==> src/rtl/head_tail_capture_buffer_unit_defines.svh <==
// Assertion macros shared by the capture buffer modules.
`ifndef HEAD_TAIL_CAPTURE_BUFFER_UNIT_DEFINES_SVH
`define HEAD_TAIL_CAPTURE_BUFFER_UNIT_DEFINES_SVH

// Same-cycle implication, checked on every rising edge out of reset.
`define HTCB_ASSERT_NOW(lbl, clk, rst_n, ante, cons) \
	lbl: assert property (@(posedge clk) disable iff (!rst_n) (ante) |-> (cons)) \
		else $error("%m: check failed");

// Next-cycle implication.
`define HTCB_ASSERT_NEXT(lbl, clk, rst_n, ante, cons) \
	lbl: assert property (@(posedge clk) disable iff (!rst_n) (ante) |=> (cons)) \
		else $error("%m: check failed");

`endif

==> src/rtl/htcb_pkg.sv <==
// Shared constants, types and codes of the head/tail capture buffer.
package htcb_pkg;

	localparam int MAX_BYTES  = 4096;
	localparam int HEAD_DEPTH = MAX_BYTES / 2;
	localparam int TAIL_DEPTH = MAX_BYTES - MAX_BYTES / 2;
	localparam int HEAD_AW    = $clog2(HEAD_DEPTH);
	localparam int TAIL_AW    = $clog2(TAIL_DEPTH);
	localparam int CNT_W      = 12;
	localparam int LIMIT_W    = 13;
	localparam int POS_W      = 12;
	localparam int BYTE_W     = 8;
	localparam int TOTAL_W    = 64;

	localparam logic MODE_APPEND = 1'b0;
	localparam logic MODE_READ   = 1'b1;

	typedef enum logic [4:0] {
		ST_IDLE  = 5'b00001,
		ST_CLASS = 5'b00010,
		ST_ADDR  = 5'b00100,
		ST_MEM   = 5'b01000,
		ST_WAIT  = 5'b10000
	} state_t;

	typedef struct packed {
		logic load;
		logic classify;
		logic addr;
		logic mem;
		logic emit;
	} cmd_t;

	typedef struct packed {
		logic mode;
		logic out_free;
	} status_t;

endpackage

==> src/rtl/htcb_ctrl.sv <==
// Controller state machine sequencing one item through the datapath.
`include "head_tail_capture_buffer_unit_defines.svh"

module htcb_ctrl (
	input  logic              clk,
	input  logic              arst_n,
	input  logic              in_valid,
	output logic              in_ready,
	input  htcb_pkg::status_t status,
	output htcb_pkg::cmd_t    cmd
);

	htcb_pkg::state_t state_q, state_d;

	always_ff @(posedge clk or negedge arst_n) begin
		if (!arst_n) begin
			state_q <= htcb_pkg::ST_IDLE;
		end else begin
			state_q <= state_d;
		end
	end

	always_comb begin
		state_d  = state_q;
		cmd      = '0;
		in_ready = 1'b0;
		case (state_q)
			htcb_pkg::ST_IDLE: begin
				in_ready = 1'b1;
				if (in_valid) begin
					cmd.load = 1'b1;
					state_d  = htcb_pkg::ST_CLASS;
				end
			end
			htcb_pkg::ST_CLASS: begin
				cmd.classify = 1'b1;
				// appends need no ring address
				state_d = (status.mode == htcb_pkg::MODE_READ) ? htcb_pkg::ST_ADDR
					: htcb_pkg::ST_MEM;
			end
			htcb_pkg::ST_ADDR: begin
				cmd.addr = 1'b1;
				state_d  = htcb_pkg::ST_MEM;
			end
			htcb_pkg::ST_MEM: begin
				cmd.mem = 1'b1;
				state_d = htcb_pkg::ST_WAIT;
			end
			htcb_pkg::ST_WAIT: begin
				if (status.out_free) begin
					cmd.emit = 1'b1;
					state_d  = htcb_pkg::ST_IDLE;
				end
			end
			default: begin
				state_d = htcb_pkg::ST_IDLE;
			end
		endcase
	end

	`HTCB_ASSERT_NEXT(a_load_to_class, clk, arst_n, cmd.load, state_q == htcb_pkg::ST_CLASS)
	`HTCB_ASSERT_NEXT(a_emit_to_idle, clk, arst_n, cmd.emit, in_ready)
	`HTCB_ASSERT_NOW(a_state_onehot, clk, arst_n, 1'b1, $onehot(state_q))

endmodule

==> config.mk <==
export PLATFORM = sky130hd
export DESIGN_NAME = htcb_ctrl
export DESIGN_NICKNAME = d
export VERILOG_FILES = /design/src/rtl/htcb_pkg.sv /design/src/rtl/htcb_ctrl.sv
export VERILOG_INCLUDE_DIRS = /design/src /design/src/rtl
export SDC_FILE = /design/constraint.sdc
export NUM_CORES = 1
export LEC_CHECK = 0
export BUFFER_PORTS_ARGS = -buffer_cell sky130_fd_sc_hd__buf_4
export CAP_MARGIN = 20
export CORE_AREA = 4 4 41 43
export CTS_CLUSTER_DIAMETER = 60
export DETAILED_ROUTE_END_ITERATION = 12
export DIE_AREA = 0 0 45 47
export PLACE_DENSITY = 0.5
export SKIP_CTS_REPAIR_TIMING = 1
export SLEW_MARGIN = 30
export SYNTH_ARGS = -nofsm -noshare
export SYNTH_HDL_FRONTEND = slang
export SYNTH_SLANG_ARGS = --single-unit
==> constraint.sdc <==
create_clock -name clk -period 1.55 [get_ports clk]
set_input_delay 0.155 -clock clk [delete_from_list [all_inputs] [get_ports clk]]
set_output_delay 0.155 -clock clk [all_outputs]
set_load 0.02 [all_outputs]
==> out/results.ini, run 1 <==
[clock_network]
cts_max_level=1
cts.clk_slew.worst_paths_ns=0.04
clk_latency_ns=0.25
numCtsBuffers=3
cts_max_path_buffers=2
cts_tree=yes
cts_root_buffer=clkbuf_4
cts.sinks=5

[pwr]
peakVddDrop_uv=776
p_int_mw=0.450
p_comb_share_pct=48.6
power_mw=0.713
p_leak_nw=0.234
p_sw_share_pct=36.9
powerDensity_nw_per_um2=1440
power_frac_seq_pct=30.1
netSwitchingPower_mw=0.263
clock_power_share_pct=21.3

[setup_path]
crit_path_end_kind=output pin
cp_max_fo=6
worstRegToRegCells=4
critical_path_required_ns=1.39
r2r_end=state_q[0]
arrival_ns=1.39
worstSetupPathType=reg -> out
cp-start-kind=flop
r2r_start=state_q[4]
rrSetupSlack_ns=0.27

[timing]
period_share_pct=100
max_freq_mhz=645
hold_violations=0
worst_slack_ns=0.000204
max_slew_margin_pct=76.2
maxSlewViolCount=0
rsz0062_at_grt=true
finalSetupViolCount=0
fin_skew_ns=0.00309
worst_pin_slew_ns=0.357
fin_crit_ns=1.55

[yosys]
synthTopCellsByArea=dfrtp_1 31%, nor4_1 9.7%, dfstp_2 8.1%
seq_area_frac_synth_pct=39.0
synth_largest_area_cell=dfrtp_1
synth_common_cells=5 x nor4_1, 4 x dfrtp_1, 4 x nor2_1
synth_edf_count=0
synth_most_common_cell=nor4_1
synth_top_area_share_pct=30.9
synthArstFlopShare_pct=100
ys_ff_latch=5
synth_cells=33
syn_nets=38
ys_warn_count=0
ys_types=21
syn-cell-area_um2=324
syn-mean-instance-area_um2=9.82
synth_ff_type=dfrtp_1

[final_layout]
area.growth.synth_to_final_pct=52.5
diodes=0
fillCellCount=146
multiInputGateArea_um2=185
final_cell_area_um2=494
seqCellArea_um2=126
largest-register=state_q
final_nets=56
drive_gt1_share_pct=52.0
top_regs=state_q x5
largest_register_ffs=5

[route]
postRouteAntennaNets=0
avgRoutedWirePerCell_um=12.8
drt_iter0_drc=1
vias_per_cell=5.00
num_vias=325
routed_wl_um=833
drt_pass1_iterations=2
drcViolationCount=0

[die]
die-area_um2=2120
num_io_pins=11
core_area_um2=1300
core.rowCount=13
initial_core_util_pct=24.9
die_h_um=47
chipWidth_um=45

[global_route]
grt_use_total_pct=9.60
use_met3_pct=6.51
grt_overflow=0
grt_pass1_vias=301
gr-usage-met1_pct=9.20
grt_busiest_layer=met2
grt_pass1_wl_mm=1.33
antenna_found_initial=0
grt_max_degree=13
grt_use_met2_pct=13.8

[place]
dp_slack_ns=0.265
place_area_um2=418
routabilityCongestion=0.734
numPortBuffers=10

[run]
maxCapViolCount=0

[worst_hold_path]
min_to=state_q[2]
hp-start=status[1]
hp-class=in -> reg
hold_depth=2

[run_status]
status=complete, no violations

[metal layers]
metal | vias to the layer above | wire length [um]
met3 | 5 | 67
li1 | 158 | -
met2 | 12 | 389
met1 | 150 | 342
met5 | - | 0
met4 | 0 | 34
[worst max-delay path, stage by stage, from the launching register on]
cell and delay, ns:
dfstp_2 0.59, nand2b_4 0.07, nor4_2 0.29, buf_4 0.20
[power by group through the flow]
stage          clock (mW)  combinational (mW)  sequential (mW)
2_1_floorplan           0               0.185            0.203
3_3_place_gp            0               0.285            0.206
3_5_place_dp            0               0.285            0.208
4_1_cts             0.159               0.288            0.207
5_1_grt             0.173               0.378            0.219
6_report            0.152               0.346            0.214
[cells by family (layout without fill, tap and decap cells)]
family,count (synthesis),count (layout),synth area share [%]
AND/OR/NAND/NOR,20,20,39.4
flip-flops,5,5,39.0
buffers and inverters,4,21,8.88
AO/OA/AOI/OAI,3,3,9.65
multiplexers,1,1,3.09
[per-stage QoR]
stage	util [%]	hold slack (ns)	setup TNS (ns)	instances
floorplan	-	-0.141	0	33
global placement	32.1	-0.0421	0	57
detailed placement	32.1	-0.0405	0	57
CTS	34.1	-0.307	-0.0176	61
global route	38.0	0.124	-0.127	65
finish	38.0	0.126	0	65
[layout by cell type, fill, tap and decap left out, drive strengths merged, types with 2 or more instances in the layout]
cell	n
dfrtp	4
buf	16
clkbuf	4
nor2	4
nor4	5
nand2b	2
[area by class of cell]
cell class / count / area share, %
clock buffers: 4 / 5.32
repair buffers: 17 / 27.8
well taps: 15 / 3.80
multi-input cells: 24 / 37.5
flip-flops and latches: 5 / 25.6
[worst max-delay path by stage]
stage | from | endpoint | slack [ns] | depth (start not counted)
floorplan | state_q[0] | in_ready | 0.11 | 2
global placement | state_q[0] | cmd[4] | 0.28 | 3
detailed placement | state_q[0] | cmd[4] | 0.26 | 3
CTS | state_q[0] | cmd[4] | -0.02 | 3
global route | state_q[0] | cmd[4] | -0.06 | 3
finish | state_q[0] | cmd[4] | 0.0002 | 3
Power figures use the tool's default switching activity.
==> run 2, diff against run 1 <==
--- a/config.mk
+++ b/config.mk
@@ -6,12 +6,14 @@
 export SDC_FILE = /design/constraint.sdc
 export NUM_CORES = 1
 export LEC_CHECK = 0
-export BUFFER_PORTS_ARGS = -buffer_cell sky130_fd_sc_hd__buf_4
+export ABC_AREA = 0
+export BUFFER_PORTS_ARGS = -buffer_cell sky130_fd_sc_hd__buf_2
 export CAP_MARGIN = 20
 export CORE_AREA = 4 4 41 43
 export CTS_CLUSTER_DIAMETER = 60
 export DETAILED_ROUTE_END_ITERATION = 12
 export DIE_AREA = 0 0 45 47
+export MAX_ROUTING_LAYER = met4
 export PLACE_DENSITY = 0.5
 export SKIP_CTS_REPAIR_TIMING = 1
 export SLEW_MARGIN = 30
==> out/results.ini, run 2 (synthesis results as in run 1) <==
[final_layout]
seqCellArea_um2=129  ; +2.0%
final_common_cell=buf_2
final_cell_mix=7 x buf_2, 5 x buf_4, 3 x nor2_1, 3 x nor4_1, 3 x clkbuf_4
fin_cells=63  ; -3.1%
largest_register_ffs=5  ; unchanged
largest-register=state_q
multiInputGateArea_um2=205  ; +11%
top_regs=state_q x5
fillCellCount=142  ; -2.7%
area.growth.synth_to_final_pct=49.4
final_nets=54  ; -3.6%
diodes=0  ; unchanged
drive_gt1_share_pct=56.3  ; +4.2 points
utilization_pct=37.2  ; -0.77 points

[route]
num_vias=312  ; -4.0%
drt_pass1_iterations=4  ; +2
vias_per_cell=4.95  ; -0.95%
avgRoutedWirePerCell_um=12.3  ; -3.9%
drcViolationCount=0  ; unchanged
postRouteAntennaNets=0  ; unchanged
drt_iter0_drc=4  ; +3
routed_wl_um=776  ; -6.8%

[timing]
worst_pin_slew_ns=0.268  ; -0.0889 ns
holdWs_ns=0.148  ; +0.0228 ns
fin_crit_ns=1.56  ; +0.0116 ns
max_slew_margin_pct=82.0  ; +5.8 points
max_freq_mhz=640  ; -0.74%
maxSlewViolCount=0  ; unchanged
period_share_pct=101  ; +0.75 points
worst_slack_ns=-0.0114  ; -0.0116 ns
rsz0062_at_grt=true
fin_skew_ns=0.000108  ; -0.00299 ns
hold_violations=0  ; unchanged
finalSetupViolCount=1  ; +1

[clock_network]
clk_latency_ns=0.24  ; about the same
cts.sinks=5  ; unchanged
numCtsBuffers=3  ; unchanged
cts_max_path_buffers=2  ; unchanged
cts.clk_slew.worst_paths_ns=0.04  ; about the same
cts_tree=yes
cts_max_level=1  ; unchanged
cts_root_buffer=clkbuf_4

[setup_path]
crit_slowest_cell=dfstp_2
worstSetupPathType=reg -> out
cp_num_buf_inv=1  ; unchanged
cp_top_family=flip-flops
cp-start-kind=flop
cp_max_fo=6  ; unchanged
critical_path_required_ns=1.39  ; about the same
max_stage_delay_ns=0.59  ; about the same
crit_chain=nand2b_4 -> nor4_4 -> buf_4
rrSetupSlack_ns=0.27  ; about the same
arrival_ns=1.41  ; +0.02 ns
crit_path_end_kind=output pin

[pwr]
peakVddDrop_uv=689  ; -11%
p_leak_nw=0.221  ; -5.7%
netSwitchingPower_mw=0.267  ; +1.5%
p_sw_share_pct=38.3  ; +1.4 points
p_int_mw=0.429  ; -4.5%
power_mw=0.696  ; -2.3%
clock_power_share_pct=21.5  ; +0.2 points
power_frac_seq_pct=33.5  ; +3.4 points
powerDensity_nw_per_um2=1440  ; -0.30%
p_comb_share_pct=45.0  ; -3.6 points

[place]
dp_hpwl_um=551
numPortBuffers=10  ; unchanged
dp_cells=56  ; -1.8%
routabilityCongestion=0.757  ; +3.1%

[global_route]
grt_overflow=0  ; unchanged
grt_pass1_vias=303  ; +0.66%
grt_max_degree=13  ; unchanged
grt_pass1_wl_mm=1.32  ; -1.1%
antenna_found_initial=0  ; unchanged
grt_use_total_pct=9.59  ; about the same

[die]
die-area_um2=2120  ; unchanged
die_h_um=47  ; unchanged
core.rowCount=13  ; unchanged
num_io_pins=11  ; unchanged
chipWidth_um=45  ; unchanged
core_area_um2=1300  ; unchanged
initial_core_util_pct=24.9  ; unchanged

[run]
maxCapViolCount=0  ; unchanged

[run_status]
violations=negative setup slack
status=finished, violations left

[worst_hold_path]
hp-class=in -> reg

==> run 2: path summary, 6_finish.rpt <==
check                      depth (start not counted)    endpoint  startpoint
max                                                3      cmd[4]  state_q[0]
min                                                2  state_q[2]   status[1]
max reg2reg                                        2  state_q[4]  state_q[3]
min reg2reg                                        1  state_q[4]  state_q[2]
max in group asynchronous                          2  state_q[0]      arst_n
min in group asynchronous                          2  state_q[1]      arst_n
==> run 2: final cells by class <==
cell class	count	share of cell area, %
Sequential cell	5	26.6
Tap cell	15	3.88
Timing Repair Buffer	15	21.7
Multi-Input combinational cell	24	42.4
Clock buffer	4	5.43
==> run 2: power by group through the flow <==
stage	combinational, mW	clock (mW)	sequential (mW)
after CTS	0.231	0.158	0.222
final	0.313	0.150	0.233
after detailed placement	0.230	0	0.223
after global placement	0.231	0	0.223
after global routing	0.342	0.172	0.242
after floorplan	0.185	0	0.203
==> run 2: metal layers <==
metal / vias up / part of all wire, % / wire length, um / GRT usage (%)
li1: 151 / - / - / -
met1: 146 / 42 / 328 / 10.4
met2: 13 / 46 / 355 / 13.0
met3: 2 / 10 / 78 / 6.51
met4: 0 / 1.5 / 12 / 5.26
met5: - / 0 / 0 / -
==> run 2: worst reg2reg max path, stage by stage (launching register included) <==
cell and delay [ns]:
dfrtp_2 0.43, or3b_1 0.39, a2111oi_2 0.35
==> run 2: through the flow <==
| step | cell area [um2] | setup WS (ns) | TNS (ns) |
|---|---|---|---|
| floorplan | 330 | 0.110 | 0 |
| global placement | 385 | 0.246 | 0 |
| detailed placement | 385 | 0.253 | 0 |
| CTS | 412 | -0.0193 | -0.0376 |
| global route | 484 | -0.0712 | -0.0947 |
| finish | 484 | -0.0114 | -0.0114 |
